===== config.mk =====
export PLATFORM = sky130hd
export DESIGN_NAME = waveform_sample_generator
export DESIGN_NICKNAME = d
export VERILOG_FILES = /design/src/hw/rtl/wsg_pkg.sv /design/src/hw/rtl/wsg_cfg.sv /design/src/hw/rtl/wsg_front.sv /design/src/hw/rtl/wsg_queue.sv /design/src/hw/rtl/wsg_back.sv /design/src/hw/rtl/waveform_sample_generator.sv
export SDC_FILE = /design/constraint.sdc
export NUM_CORES = 1
export LEC_CHECK = 0
export BUFFER_PORTS_ARGS = -buffer_cell sky130_fd_sc_hd__buf_4
export CAP_MARGIN = 0
export CORE_MARGIN = 2
export CORE_UTILIZATION = 35
export CTS_BUF_LIST = sky130_fd_sc_hd__clkbuf_2 sky130_fd_sc_hd__clkbuf_4 sky130_fd_sc_hd__clkbuf_8
export CTS_CLUSTER_DIAMETER = 80
export DETAILED_ROUTE_END_ITERATION = 8
export SYNTH_ARGS = -nofsm -noshare
export SYNTH_HDL_FRONTEND = slang
export SYNTH_HIERARCHICAL = 1
export SYNTH_SLANG_ARGS = --single-unit

===== constraint.sdc =====
create_clock -name clk -period 7.2 [get_ports clk]
set_input_delay 1.44 -clock clk [delete_from_list [all_inputs] [get_ports clk]]
set_output_delay 1.44 -clock clk [all_outputs]
set_load 0.02 [all_outputs]

===== src/hw/rtl/wsg_pkg.sv =====
// ----------------------------------------------------------------------------
// wsg_pkg
// Shared types, constants and the quarter sine table of the waveform
// sample generator.
// ----------------------------------------------------------------------------
package wsg_pkg;

	typedef logic [6:0] phase_t;

	localparam phase_t LAST_PHASE = 7'd99;
	localparam phase_t HALF_PHASE = 7'd50;
	localparam phase_t QUARTER_PHASE = 7'd25;

	typedef enum logic [1:0] {
		WAVE_SINE     = 2'd0,
		WAVE_TRIANGLE = 2'd1,
		WAVE_SAWTOOTH = 2'd2,
		WAVE_SQUARE   = 2'd3
	} wave_t;

	// register indexes on the configuration port
	localparam logic [1:0] REG_WAVEFORM  = 2'd0;
	localparam logic [1:0] REG_AMPLITUDE = 2'd1;
	localparam logic [1:0] REG_OFFSET    = 2'd2;

	typedef struct packed {
		wave_t              waveform;
		logic [13:0]        amplitude;
		logic signed [13:0] offset;
	} cfg_t;

	localparam logic [13:0] AMPLITUDE_RESET = 14'd10000;
	localparam logic [13:0] MIDPOINT        = 14'd5000;
	localparam logic [13:0] FULL_SCALE      = 14'd10000;

	// amplitude / 100 as (amplitude * 5243) >> 19, exact for 14-bit inputs
	localparam logic [12:0] AMP_RECIP = 13'd5243;
	localparam int unsigned AMP_SHIFT = 19;

	// 65535 * v / 10000 as (v * 879595881) >> 27, exact for v up to 10000
	localparam logic [29:0] DAC_RECIP = 30'd879595881;
	localparam int unsigned DAC_SHIFT = 27;

	localparam int unsigned QUEUE_DEPTH = 4;
	localparam int unsigned QPTR_W = $clog2(QUEUE_DEPTH);

	// trunc(sin(2*pi*m/100) * 50) for m = 0..25
	function automatic logic [5:0] quarter_sine(input logic [4:0] m);
		logic [5:0] q;
		case (m)
			5'd0:  q = 6'd0;
			5'd1:  q = 6'd3;
			5'd2:  q = 6'd6;
			5'd3:  q = 6'd9;
			5'd4:  q = 6'd12;
			5'd5:  q = 6'd15;
			5'd6:  q = 6'd18;
			5'd7:  q = 6'd21;
			5'd8:  q = 6'd24;
			5'd9:  q = 6'd26;
			5'd10: q = 6'd29;
			5'd11: q = 6'd31;
			5'd12: q = 6'd34;
			5'd13: q = 6'd36;
			5'd14: q = 6'd38;
			5'd15: q = 6'd40;
			5'd16: q = 6'd42;
			5'd17: q = 6'd43;
			5'd18: q = 6'd45;
			5'd19: q = 6'd46;
			5'd20: q = 6'd47;
			5'd21: q = 6'd48;
			5'd22: q = 6'd49;
			5'd23: q = 6'd49;
			5'd24: q = 6'd49;
			5'd25: q = 6'd50;
			default: q = 6'd0;
		endcase
		return q;
	endfunction

endpackage


===== src/hw/rtl/wsg_cfg.sv =====
// ----------------------------------------------------------------------------
// wsg_cfg
// Configuration registers: shape select, amplitude and offset.
// ----------------------------------------------------------------------------
module wsg_cfg import wsg_pkg::*; (
	input  logic        clk,
	input  logic        arst_n,
	input  logic        cfg_valid,
	output logic        cfg_ready,
	input  logic [1:0]  cfg_index,
	input  logic [13:0] cfg_data,
	output cfg_t        cfg
);

	cfg_t cfg_q;

	assign cfg_ready = 1'b1;
	assign cfg = cfg_q;

	always_ff @(posedge clk or negedge arst_n) begin
		if (!arst_n) begin
			cfg_q.waveform  <= WAVE_SINE;
			cfg_q.amplitude <= AMPLITUDE_RESET;
			cfg_q.offset    <= 14'sd0;
		end else if (cfg_valid) begin
			case (cfg_index)
				REG_WAVEFORM:  cfg_q.waveform  <= wave_t'(cfg_data[1:0]);
				REG_AMPLITUDE: cfg_q.amplitude <= cfg_data;
				REG_OFFSET:    cfg_q.offset    <= $signed(cfg_data);
				default: ;
			endcase
		end
	end

endmodule


===== src/hw/rtl/wsg_front.sv =====
// ----------------------------------------------------------------------------
// wsg_front
// Accepts ticks, keeps the phase counter and queues one phase per tick.
// ----------------------------------------------------------------------------
module wsg_front import wsg_pkg::*; (
	input  logic   clk,
	input  logic   arst_n,
	input  logic   in_valid,
	output logic   in_stall,
	input  logic   tick,
	input  logic   q_full,
	output logic   push,
	output phase_t push_phase
);

	phase_t phase_q;

	assign in_stall = q_full;
	// a transfer with tick low is taken and dropped
	assign push = in_valid && !q_full && tick;
	assign push_phase = phase_q;

	always_ff @(posedge clk or negedge arst_n) begin
		if (!arst_n) begin
			phase_q <= '0;
		end else if (push) begin
			phase_q <= (phase_q >= LAST_PHASE) ? '0 : phase_q + 7'd1;
		end
	end

	a_phase_range: assert property (@(posedge clk) disable iff (!arst_n)
		phase_q <= LAST_PHASE)
		else $error("phase counter out of range");

endmodule


===== src/hw/rtl/wsg_queue.sv =====
// ----------------------------------------------------------------------------
// wsg_queue
// Short queue of phase indexes between the front and the sample pipeline.
// ----------------------------------------------------------------------------
module wsg_queue import wsg_pkg::*; (
	input  logic   clk,
	input  logic   arst_n,
	input  logic   push,
	input  phase_t push_data,
	input  logic   pop,
	output phase_t pop_data,
	output logic   full,
	output logic   empty
);

	phase_t              entry_q [QUEUE_DEPTH];
	logic [QPTR_W-1:0]   wr_ptr_q;
	logic [QPTR_W-1:0]   rd_ptr_q;
	logic [QPTR_W:0]     count_q;

	assign full = (count_q == (QPTR_W+1)'(QUEUE_DEPTH));
	assign empty = (count_q == '0);
	assign pop_data = entry_q[rd_ptr_q];

	always_ff @(posedge clk) begin
		if (push) begin
			entry_q[wr_ptr_q] <= push_data;
		end
	end

	always_ff @(posedge clk or negedge arst_n) begin
		if (!arst_n) begin
			wr_ptr_q <= '0;
			rd_ptr_q <= '0;
			count_q  <= '0;
		end else begin
			if (push) begin
				wr_ptr_q <= wr_ptr_q + 1'b1;
			end
			if (pop) begin
				rd_ptr_q <= rd_ptr_q + 1'b1;
			end
			case ({push, pop})
				2'b10:   count_q <= count_q + 1'b1;
				2'b01:   count_q <= count_q - 1'b1;
				default: ;
			endcase
		end
	end

	a_no_overflow: assert property (@(posedge clk) disable iff (!arst_n)
		full |-> !push)
		else $error("push into full queue");

	a_no_underflow: assert property (@(posedge clk) disable iff (!arst_n)
		empty |-> !pop)
		else $error("pop from empty queue");

	a_count_track: assert property (@(posedge clk) disable iff (!arst_n)
		(push && !pop) |=> (count_q == $past(count_q) + 1'b1))
		else $error("queue count lost a push");

endmodule


===== src/hw/rtl/wsg_back.sv =====
// ----------------------------------------------------------------------------
// wsg_back
// Three-stage sample pipeline: shape factor, level, clip and DAC scaling.
// ----------------------------------------------------------------------------
module wsg_back import wsg_pkg::*; (
	input  logic        clk,
	input  logic        arst_n,
	input  cfg_t        cfg,
	input  logic        q_empty,
	input  phase_t      q_data,
	output logic        pop,
	output logic        out_valid,
	input  logic        out_stall,
	output logic [15:0] dac_code,
	output logic [6:0]  sample_index
);

	logic advance;

	// stage 1 inputs
	logic [26:0]        amp_prod;
	logic [7:0]         step;
	logic [14:0]        off_adj;
	logic [13:0]        half_off;
	phase_t             fold;
	phase_t             mirror;
	logic [5:0]         sine_mag;
	logic [7:0]         twice_n;
	logic [7:0]         tri_up;
	logic [7:0]         tri_down;
	logic [6:0]         factor;
	logic [7:0]         mult_step;
	logic               low_half;

	// stage 2 inputs
	logic signed [15:0] f_ext;
	logic signed [15:0] a_ext;
	logic signed [15:0] swing;
	logic signed [16:0] level;

	// stage 3 inputs
	logic [13:0]        clipped;

	logic               v_s1, v_s2, v_s3;
	phase_t             idx_s1, idx_s2, idx_s3;
	logic signed [6:0]  factor_s1;
	logic [7:0]         step_s1;
	logic [13:0]        center_s1;
	logic signed [16:0] level_s2;
	logic [43:0]        scaled_s3;

	// whole pipe moves unless the result is held by the receiver
	assign advance = !v_s3 || !out_stall;
	assign pop = advance && !q_empty;

	always_comb begin
		amp_prod = {13'd0, cfg.amplitude} * {14'd0, AMP_RECIP};
		step = amp_prod[AMP_SHIFT +: 8];

		// offset halved toward zero
		off_adj = {cfg.offset[13], cfg.offset} + {14'd0, cfg.offset[13]};
		half_off = off_adj[14:1];

		low_half = (q_data < HALF_PHASE);
		fold = low_half ? q_data : q_data - HALF_PHASE;
		mirror = (fold > QUARTER_PHASE) ? HALF_PHASE - fold : fold;
		sine_mag = quarter_sine(mirror[4:0]);

		twice_n = {q_data, 1'b0};
		tri_up = twice_n - 8'd50;
		tri_down = 8'd150 - twice_n;

		mult_step = step;
		case (cfg.waveform)
			WAVE_SINE:     factor = low_half ? {1'b0, sine_mag} : 7'd0 - {1'b0, sine_mag};
			WAVE_TRIANGLE: factor = low_half ? tri_up[6:0] : tri_down[6:0];
			WAVE_SAWTOOTH: factor = q_data - HALF_PHASE;
			WAVE_SQUARE: begin
				// (a/2)*100 is (a with lsb cleared) * 50
				factor = low_half ? 7'd50 : 7'd0 - 7'd50;
				mult_step = {step[7:1], 1'b0};
			end
			default:       factor = '0;
		endcase
	end

	always_comb begin
		f_ext = {{9{factor_s1[6]}}, factor_s1};
		a_ext = {8'd0, step_s1};
		swing = f_ext * a_ext;
		level = $signed({3'b000, center_s1}) + {swing[15], swing};
	end

	always_comb begin
		if (level_s2[16]) begin
			clipped = '0;
		end else if (level_s2 > $signed({3'b000, FULL_SCALE})) begin
			clipped = FULL_SCALE;
		end else begin
			clipped = level_s2[13:0];
		end
	end

	always_ff @(posedge clk or negedge arst_n) begin
		if (!arst_n) begin
			v_s1 <= 1'b0;
			v_s2 <= 1'b0;
			v_s3 <= 1'b0;
		end else if (advance) begin
			v_s1 <= !q_empty;
			v_s2 <= v_s1;
			v_s3 <= v_s2;
		end
	end

	always_ff @(posedge clk) begin
		if (advance) begin
			idx_s1    <= q_data;
			factor_s1 <= $signed(factor);
			step_s1   <= mult_step;
			center_s1 <= MIDPOINT - half_off;
			idx_s2    <= idx_s1;
			level_s2  <= level;
			idx_s3    <= idx_s2;
			scaled_s3 <= {30'd0, clipped} * {14'd0, DAC_RECIP};
		end
	end

	assign out_valid = v_s3;
	assign dac_code = scaled_s3[DAC_SHIFT +: 16];
	assign sample_index = idx_s3;

	a_index_range: assert property (@(posedge clk) disable iff (!arst_n)
		v_s3 |-> (idx_s3 <= LAST_PHASE))
		else $error("emitted sample index out of range");

	a_pop_loads: assert property (@(posedge clk) disable iff (!arst_n)
		pop |=> v_s1)
		else $error("popped phase did not enter the pipeline");

endmodule


===== src/hw/rtl/waveform_sample_generator.sv =====
// ----------------------------------------------------------------------------
// waveform_sample_generator
// Table-style waveform generator: one DAC code per sample tick.
// ----------------------------------------------------------------------------
// Input channel (in_valid, in_stall, tick): each transfer with tick high
// emits one sample for the current phase and steps the phase 0..99; a
// transfer with tick low is taken and produces nothing.
// Output channel (out_valid, out_stall, dac_code, sample_index): the DAC
// code clipped to 0..10000 and scaled to 0..65535, with its phase.
// Configuration (cfg_valid, cfg_ready, cfg_index, cfg_data): index 0 shape,
// 1 amplitude, 2 offset; cfg_ready is always high, index 3 is ignored.
// A sample passes the queue, then three pipeline registers, on its way
// out. Throughput: one sample per cycle while out_stall is low.
// When out_stall is held the pipeline freezes, the four-entry phase queue
// fills and in_stall then rises; nothing is dropped.
// Reset: phase 0, sine shape, amplitude 10000, offset 0, pipeline empty.
// ----------------------------------------------------------------------------
module waveform_sample_generator import wsg_pkg::*; (
	input  logic        clk,
	input  logic        arst_n,
	input  logic        in_valid,
	output logic        in_stall,
	input  logic        tick,
	output logic        out_valid,
	input  logic        out_stall,
	output logic [15:0] dac_code,
	output logic [6:0]  sample_index,
	input  logic        cfg_valid,
	output logic        cfg_ready,
	input  logic [1:0]  cfg_index,
	input  logic [13:0] cfg_data
);

	cfg_t   cfg;
	logic   push;
	phase_t push_phase;
	logic   pop;
	phase_t pop_phase;
	logic   q_full;
	logic   q_empty;

	wsg_cfg u_cfg (
		.clk       (clk),
		.arst_n    (arst_n),
		.cfg_valid (cfg_valid),
		.cfg_ready (cfg_ready),
		.cfg_index (cfg_index),
		.cfg_data  (cfg_data),
		.cfg       (cfg)
	);

	wsg_front u_front (
		.clk        (clk),
		.arst_n     (arst_n),
		.in_valid   (in_valid),
		.in_stall   (in_stall),
		.tick       (tick),
		.q_full     (q_full),
		.push       (push),
		.push_phase (push_phase)
	);

	wsg_queue u_queue (
		.clk       (clk),
		.arst_n    (arst_n),
		.push      (push),
		.push_data (push_phase),
		.pop       (pop),
		.pop_data  (pop_phase),
		.full      (q_full),
		.empty     (q_empty)
	);

	wsg_back u_back (
		.clk          (clk),
		.arst_n       (arst_n),
		.cfg          (cfg),
		.q_empty      (q_empty),
		.q_data       (pop_phase),
		.pop          (pop),
		.out_valid    (out_valid),
		.out_stall    (out_stall),
		.dac_code     (dac_code),
		.sample_index (sample_index)
	);

endmodule


After elaboration in Yosys (flattened, before gate mapping)
Memories as Yosys holds them, arrays and structs flattened.
Cells that the tools add are included.
{"block": "totals", "mem_bits_rw": 28, "input_bits": 22, "n_memories": 2, "rom_bits": 192, "ff_bits": 157, "word_cells": 76, "out_inout_bits": 26}
{"block": "op_classes", "muxes": 12, "mul": 3, "reduce_logical": 15, "n_eq_ne": 8, "n_addsub": 13, "order_cmp": 4}
{"name": "(name not given)", "words": 32, "width": 6, "read_ports": 1, "rd_clocked_by_memory_dff": 0, "wr": 0, "line": "wsg_pkg.sv:50", "source": "case (m)"}
{"name": "u_queue.entry_q", "words": 4, "width": 7, "read_ports": 1, "rd_clocked_by_memory_dff": 0, "wr": 1, "line": "wsg_queue.sv:16", "source": "phase_t entry_q [QUEUE_DEPTH];"}
{"op": "$mul 14x30->43 const B", "n": 1}
{"op": "$mux 7", "n": 5}
{"op": "$mux 14", "n": 2}
{"op": "$pmux 7 s4", "n": 1}
{"op": "$mul 14x13->27 const B", "n": 1}
{"op": "$add 15x16->17", "n": 1}
{"op": "$gt 17x15->1 const B", "n": 1}
{"op": "$mul 7x9->16", "n": 1}
{"op": "$add 14x2->15", "n": 1}
{"op": "$sub 13x14->14 const A", "n": 1}
{"op": "$sub 7x6->7 const B", "n": 2}
{"op": "$eq 2x2->1 const B", "n": 4}
{"op": "$add 7x1->7 const B", "n": 1}
{"op": "$ge 7x7->1 const B", "n": 1}
{"op": "$gt 7x5->1 const B", "n": 1}
{"op": "$lt 7x6->1 const B", "n": 1}
{"op": "$sub 1x6->7 const A", "n": 1}
{"op": "$sub 5x7->7 const A", "n": 1}
{"op": "$eq 2x1->1 const B", "n": 3}
{"op": "$pmux 3 s2", "n": 1}
{"op": "$reduce_and 2->1", "n": 3}
{"op": "$mux 5", "n": 1}
{"op": "$sub 5x5->5 const A", "n": 1}
{"op": "$add 2x1->2 const B", "n": 2}
{"op": "10 further kinds", "n": 17}

Longest topological paths before layout
An unclocked memory read counts as a cell.
{"block": "logic_depth", "depth_word": 9, "depth_mapped": 29, "mapped_depth_nobuf": 29}

By module
Netlist, hierarchy kept.
{"module": "wsg_back", "cells_each": 1615, "area_each_um2": 16100.4, "n_inst": 1, "seq_area_each_um2": 2567.5}
{"module": "wsg_queue", "cells_each": 74, "area_each_um2": 1408.9, "n_inst": 1, "seq_area_each_um2": 1016.0}
{"module": "wsg_cfg", "cells_each": 67, "area_each_um2": 1251.2, "n_inst": 1, "seq_area_each_um2": 757.0}
{"module": "wsg_front", "cells_each": 41, "area_each_um2": 400.4, "n_inst": 1, "seq_area_each_um2": 175.2}

Worst setup path before layout
OpenSTA, ideal clock, no wires.
{"block": "synth_path", "kind": "register -> register", "from": "register u_back.level_s2[3]", "to": "register u_back.scaled_s3[39], data pin", "arrival_time_ns": 6.577, "period_less_slack_ns": 6.832, "setup_time_ns": 0.256, "path_buffers": 0, "required_time_ns": 6.944, "slack_ns": 0.368, "stages_incl_launch_ff": 26, "cell_sequence": "edfxtp_1 -> o41ai_1 -> nand3_1 -> a21oi_2 -> and2_1 -> ha_1 -> fa_1 -> inv_1 -> fa_1 -> fa_1 -> inv_1 -> fa_1 -> inv_1 -> fa_1 -> inv_1 -> ha_1 -> o21ai_0 -> nand2b_1 -> and3_1 -> a22oi_1 -> o21ai_1 -> a31oi_1 -> or2_2 -> nor3_1 -> or4_1 -> o211a_1"}
{"block": "synth_via", "elab_chain_len": 4}
{"element": "start, declared", "line": "wsg_back.sv:49", "source": "logic signed [16:0] level_s2;"}
{"element": "start signal, assigned", "line": "wsg_back.sv:123", "source": "level_s2 <= level;"}
{"element": "$gt 17x15->1", "line": "wsg_back.sv:97", "source": "end else if (level_s2 > $signed({3'b000, FULL_SCALE})) begin"}
{"element": "$mux 14 (*)", "line": "wsg_back.sv:97"}
{"element": "$mux 14 (*)", "line": "wsg_back.sv:95", "source": "if (level_s2[16]) begin"}
{"element": "$mul 14x30->43 (*)", "line": "wsg_back.sv:125", "source": "scaled_s3 <= {30'd0, clipped} * {14'd0, DAC_RECIP};"}
{"element": "end signal, assigned", "line": "wsg_back.sv:125"}
{"element": "end, declared", "line": "wsg_back.sv:50", "source": "logic [43:0] scaled_s3;"}
Mark *: on every way between the ends. The rest lies on a longest branch, timed or not.
A chain may end at the register's enable or synchronous reset.

Final worst setup path
{"block": "layout_path", "from": "register u_back.level_s2[2]", "to": "register u_back.scaled_s3[42], data pin"}
The elaborated chain is that of the path after synthesis.

==> impl_metrics.csv <==
group,metric,value,unit
run_status,status,"completed",
place,routabilityCongestion,0.9367,
setup_path,rrSetupSlack,0.28,ns
setup_path,slowest_stage,"fa_1",
clocking,ctsHoldBuffers,0,
yosys,syn-instance-count,1797,
routing,drt_iter0_markers,640,
clocking,cts-htree-levels,4,
sta,skew,0.02502,ns
global_routing,grt_first_pass_wirelength,66850,um
clocking,clk_pin_slew_worst_paths,0.11,ns
setup_path,cp.arrival,7.18,ns
layout,drive_gt1_frac,0.1213,
yosys,async_flop_share,0.2975,
run,maxCapViolCount,0,
floorplanning,core,53920,um^2
floorplanning,ios,48,
yosys,syn_area_per_cell,10.66,um^2
layout,syn2layout_area_growth,10.34,%
sta,fmax,144.5,MHz
clocking,clockBufferDepth,2,
global_routing,antenna_found_initial,0,
sta,rsz0062_at_grt,"true",
floorplanning,num_rows,85,
layout,fin_util,0.3921,
setup_path,r2r-end,"u_back/scaled_s3[42]$_DFFE_PN_",
clocking,tritoncts,"built",
layout,finalNetCount,2446,
yosys,synth_edf_count,111,
global_routing,gr-usage-met2,0.2588,
yosys,ys_ff_latch,158,
routing,wirelength,40300,um
setup_path,worstPathMaxFanout,6,
yosys,ys.flop_type,"edfxtp_1",
clocking,cts_buffers,17,
setup_path,end_kind,"flip-flop",
yosys,synth_top_area_share,0.2361,
global_routing,grt.overflow.total,0,
yosys,synth.distinct_cells,83,
global_routing,use_met3,0.02256,
sta,holdWs,0.4246,ns
yosys,synth_nets,2351,
setup_path,timing.rr.start,"u_back/level_s2[2]$_DFFE_PN_",
sta,finalSetupViolations,0,
floorplanning,die_w,238.0,um
place,dp.cells,2567,
clocking,clkSinkCount,158,
setup_path,crit_path_end,"u_back/scaled_s3[42]$_DFFE_PN_",
setup_path,startpoint,"u_back/level_s2[2]$_DFFE_PN_",
floorplanning,initial_utilization,0.3554,
clocking,cts-root-buf,"clkbuf_8",
yosys,synthTopCellsByCount,"413 x inv_1, 306 x ha_1, 226 x fa_1, 111 x edfxtp_1, 73 x nand2_1",
clocking,clk_latency,0.51,ns
yosys,seq_area_frac_synth,0.2357,
yosys,synth_top_family_by_area,"adder cells",
routing,viasPerCell,4.795,
yosys,ys.warnings.count,6,
place,portBuffers,46,
sta,tightest_slew,0.7539,ns
layout,layoutNonFillerInstCount,2601,
yosys,synth-compound-area-share,0.08731,
yosys,yosysMostFrequentCell,"inv_1",
place,hpwl,34280,um
sta,drv_slew,0,
yosys,synthSimpleGateAreaFrac,0.08424,
setup_path,critical_path_class,"reg -> reg",
yosys,synthTopCellsByArea,"fa_1 24%, ha_1 20%, edfxtp_1 17%, inv_1 8.1%, dfrtp_1 5.5%",
worst_hold_path,hold_path.class,"reg -> reg",
layout,antennaDiodeCount,0,
layout,nFillCells,5260,
sta,final-hold-violation-count,0,
yosys,synthMuxAreaShare,0.03219,
setup_path,setup.worst_path.start_class,"flip-flop",
layout,seq_area,4516,um^2
floorplanning,die_h,238.0,um
routing,drtAntennaViolNets,0,
setup_path,worstPathRequired,7.46,ns
sta,relSlewSlack,0.4974,
global_routing,busiest_layer,"met2",
setup_path,reg2reg_depth,29,
yosys,synth-xor-area-share,0.03422,
yosys,synthesis.area,19160,um^2
routing,wl_per_cell,15.49,um
routing,route.vias.total,12472,
yosys,synth-adder-area-share,0.4359,
routing,remaining_drc_errors,0,
setup_path,critPathMaxStageDelay,0.56,ns
floorplanning,die_area,56630,um^2
sta,period_share,0.9614,
yosys,synth_top_area_cell,"fa_1",
global_routing,track_usage,0.1491,
sta,finalCriticalPeriod,6.922,ns
layout,multi_input_area,13020,um^2
global_routing,grt_max_degree,59,
global_routing,grt_pass1_vias,13168,
routing,firstDrtPassIters,5,
global_routing,grt_use_met1,0.1942,
==> stage by stage <==
step / area, um^2 / worst slack [ns] / setup TNS [ns]
after floorplan: 19160 / 0.3676 / 0
after global placement: 20630 / 0.05362 / 0
after detailed placement: 20630 / -0.06061 / -0.06383
after CTS: 21030 / 0.008163 / 0
after global routing: 21140 / -0.02850 / -0.03534
final: 21140 / 0.2779 / 0
==> cells by family after synthesis <==
| group | count (synthesis) |
|---|---|
| XOR/XNOR | 74 |
| buffers and inverters | 442 |
| flip-flops | 158 |
| adder cells (fa/ha/maj) | 532 |
| multiplexers | 41 |
| other | 1 |
| AO/OA/AOI/OAI | 253 |
| AND/OR/NAND/NOR | 296 |
==> worst max-delay path, delay by kind of cell (launching register included) <==
family	cells	cell delay, ns
compound gates	9	2.02
xor+xnor	1	0.08
fa+ha+maj	7	2.75
buf+inv	7	0.63
flops	1	0.43
simple gates	5	0.75
==> how the worst min path moves through the flow <==
stage                                     from                    endpoint  slack (ns)  depth (start not counted)
finish              u_back/idx_s1[6]$_DFFE_PN_  u_back/idx_s2[6]$_DFFE_PN_        0.42                          0
global route        u_back/idx_s1[3]$_DFFE_PN_  u_back/idx_s2[3]$_DFFE_PN_        0.43                          0
CTS                 u_back/idx_s1[3]$_DFFE_PN_  u_back/idx_s2[3]$_DFFE_PN_        0.42                          0
detailed placement  u_back/idx_s1[0]$_DFFE_PN_  u_back/idx_s2[0]$_DFFE_PN_        0.41                          0
global placement    u_back/idx_s1[6]$_DFFE_PN_  u_back/idx_s2[6]$_DFFE_PN_        0.41                          0
floorplan           u_back/idx_s1[0]$_DFFE_PN_  u_back/idx_s2[0]$_DFFE_PN_        0.40                          0
==> layout make-up <==
class,count,area share
clock buffers,18,0.01172
clock inverters,14,0.006865
inverters,413,0.07333
multi-input cells,1197,0.6160
flip-flops and latches,158,0.2136
well taps,696,0.04119
repair buffers,105,0.03728
==> per-layer routing <==
metal,wire length [um],vias to the layer above,share of wire
met1,18770,6147,0.47
met4,648,0,0.016
li1,-,6131,-
met2,19790,159,0.49
met5,0,-,0
met3,1086,35,0.027
==> registers in the layout, summed over array words and instances, names as in the netlist, 2 cells and up <==
signal and flops:
u_queue/entry_q 28, u_back/idx_s2 7, u_back/sample_index 7, u_queue/wr_ptr_q 2
u_back/scaled_s3 16, u_back/factor_s1 7, u_front/push_phase 7, u_back/level_s2 17
u_back/center_s1 14, u_back/idx_s1 7, u_cfg/cfg 30, u_queue/rd_ptr_q 2
u_back/step_s1 8, u_queue/count_q 3
==> placed cells by master, fill, tap and decap left out, types with 46 or more instances in the layout <==
master	synthesis	layout
nand2_1	73	70
a21oi_1	70	70
fa_1	226	224
edfxtp_1	111	111
o21ai_0	49	47
inv_1	413	410
and2_1	49	46
ha_1	306	302
xnor2_1	50	50
buf_4	3	105
==> what timing repair did <==
item                       in CTS  in global routing
pin swaps                       0                 11
setup endpoints to repair       2                 11
buffers inserted                0                  2
gates resized for setup         1                 26
Power is not shown: default switching activity piles up to over one toggle a cycle in this logic, so the estimate is an artifact.
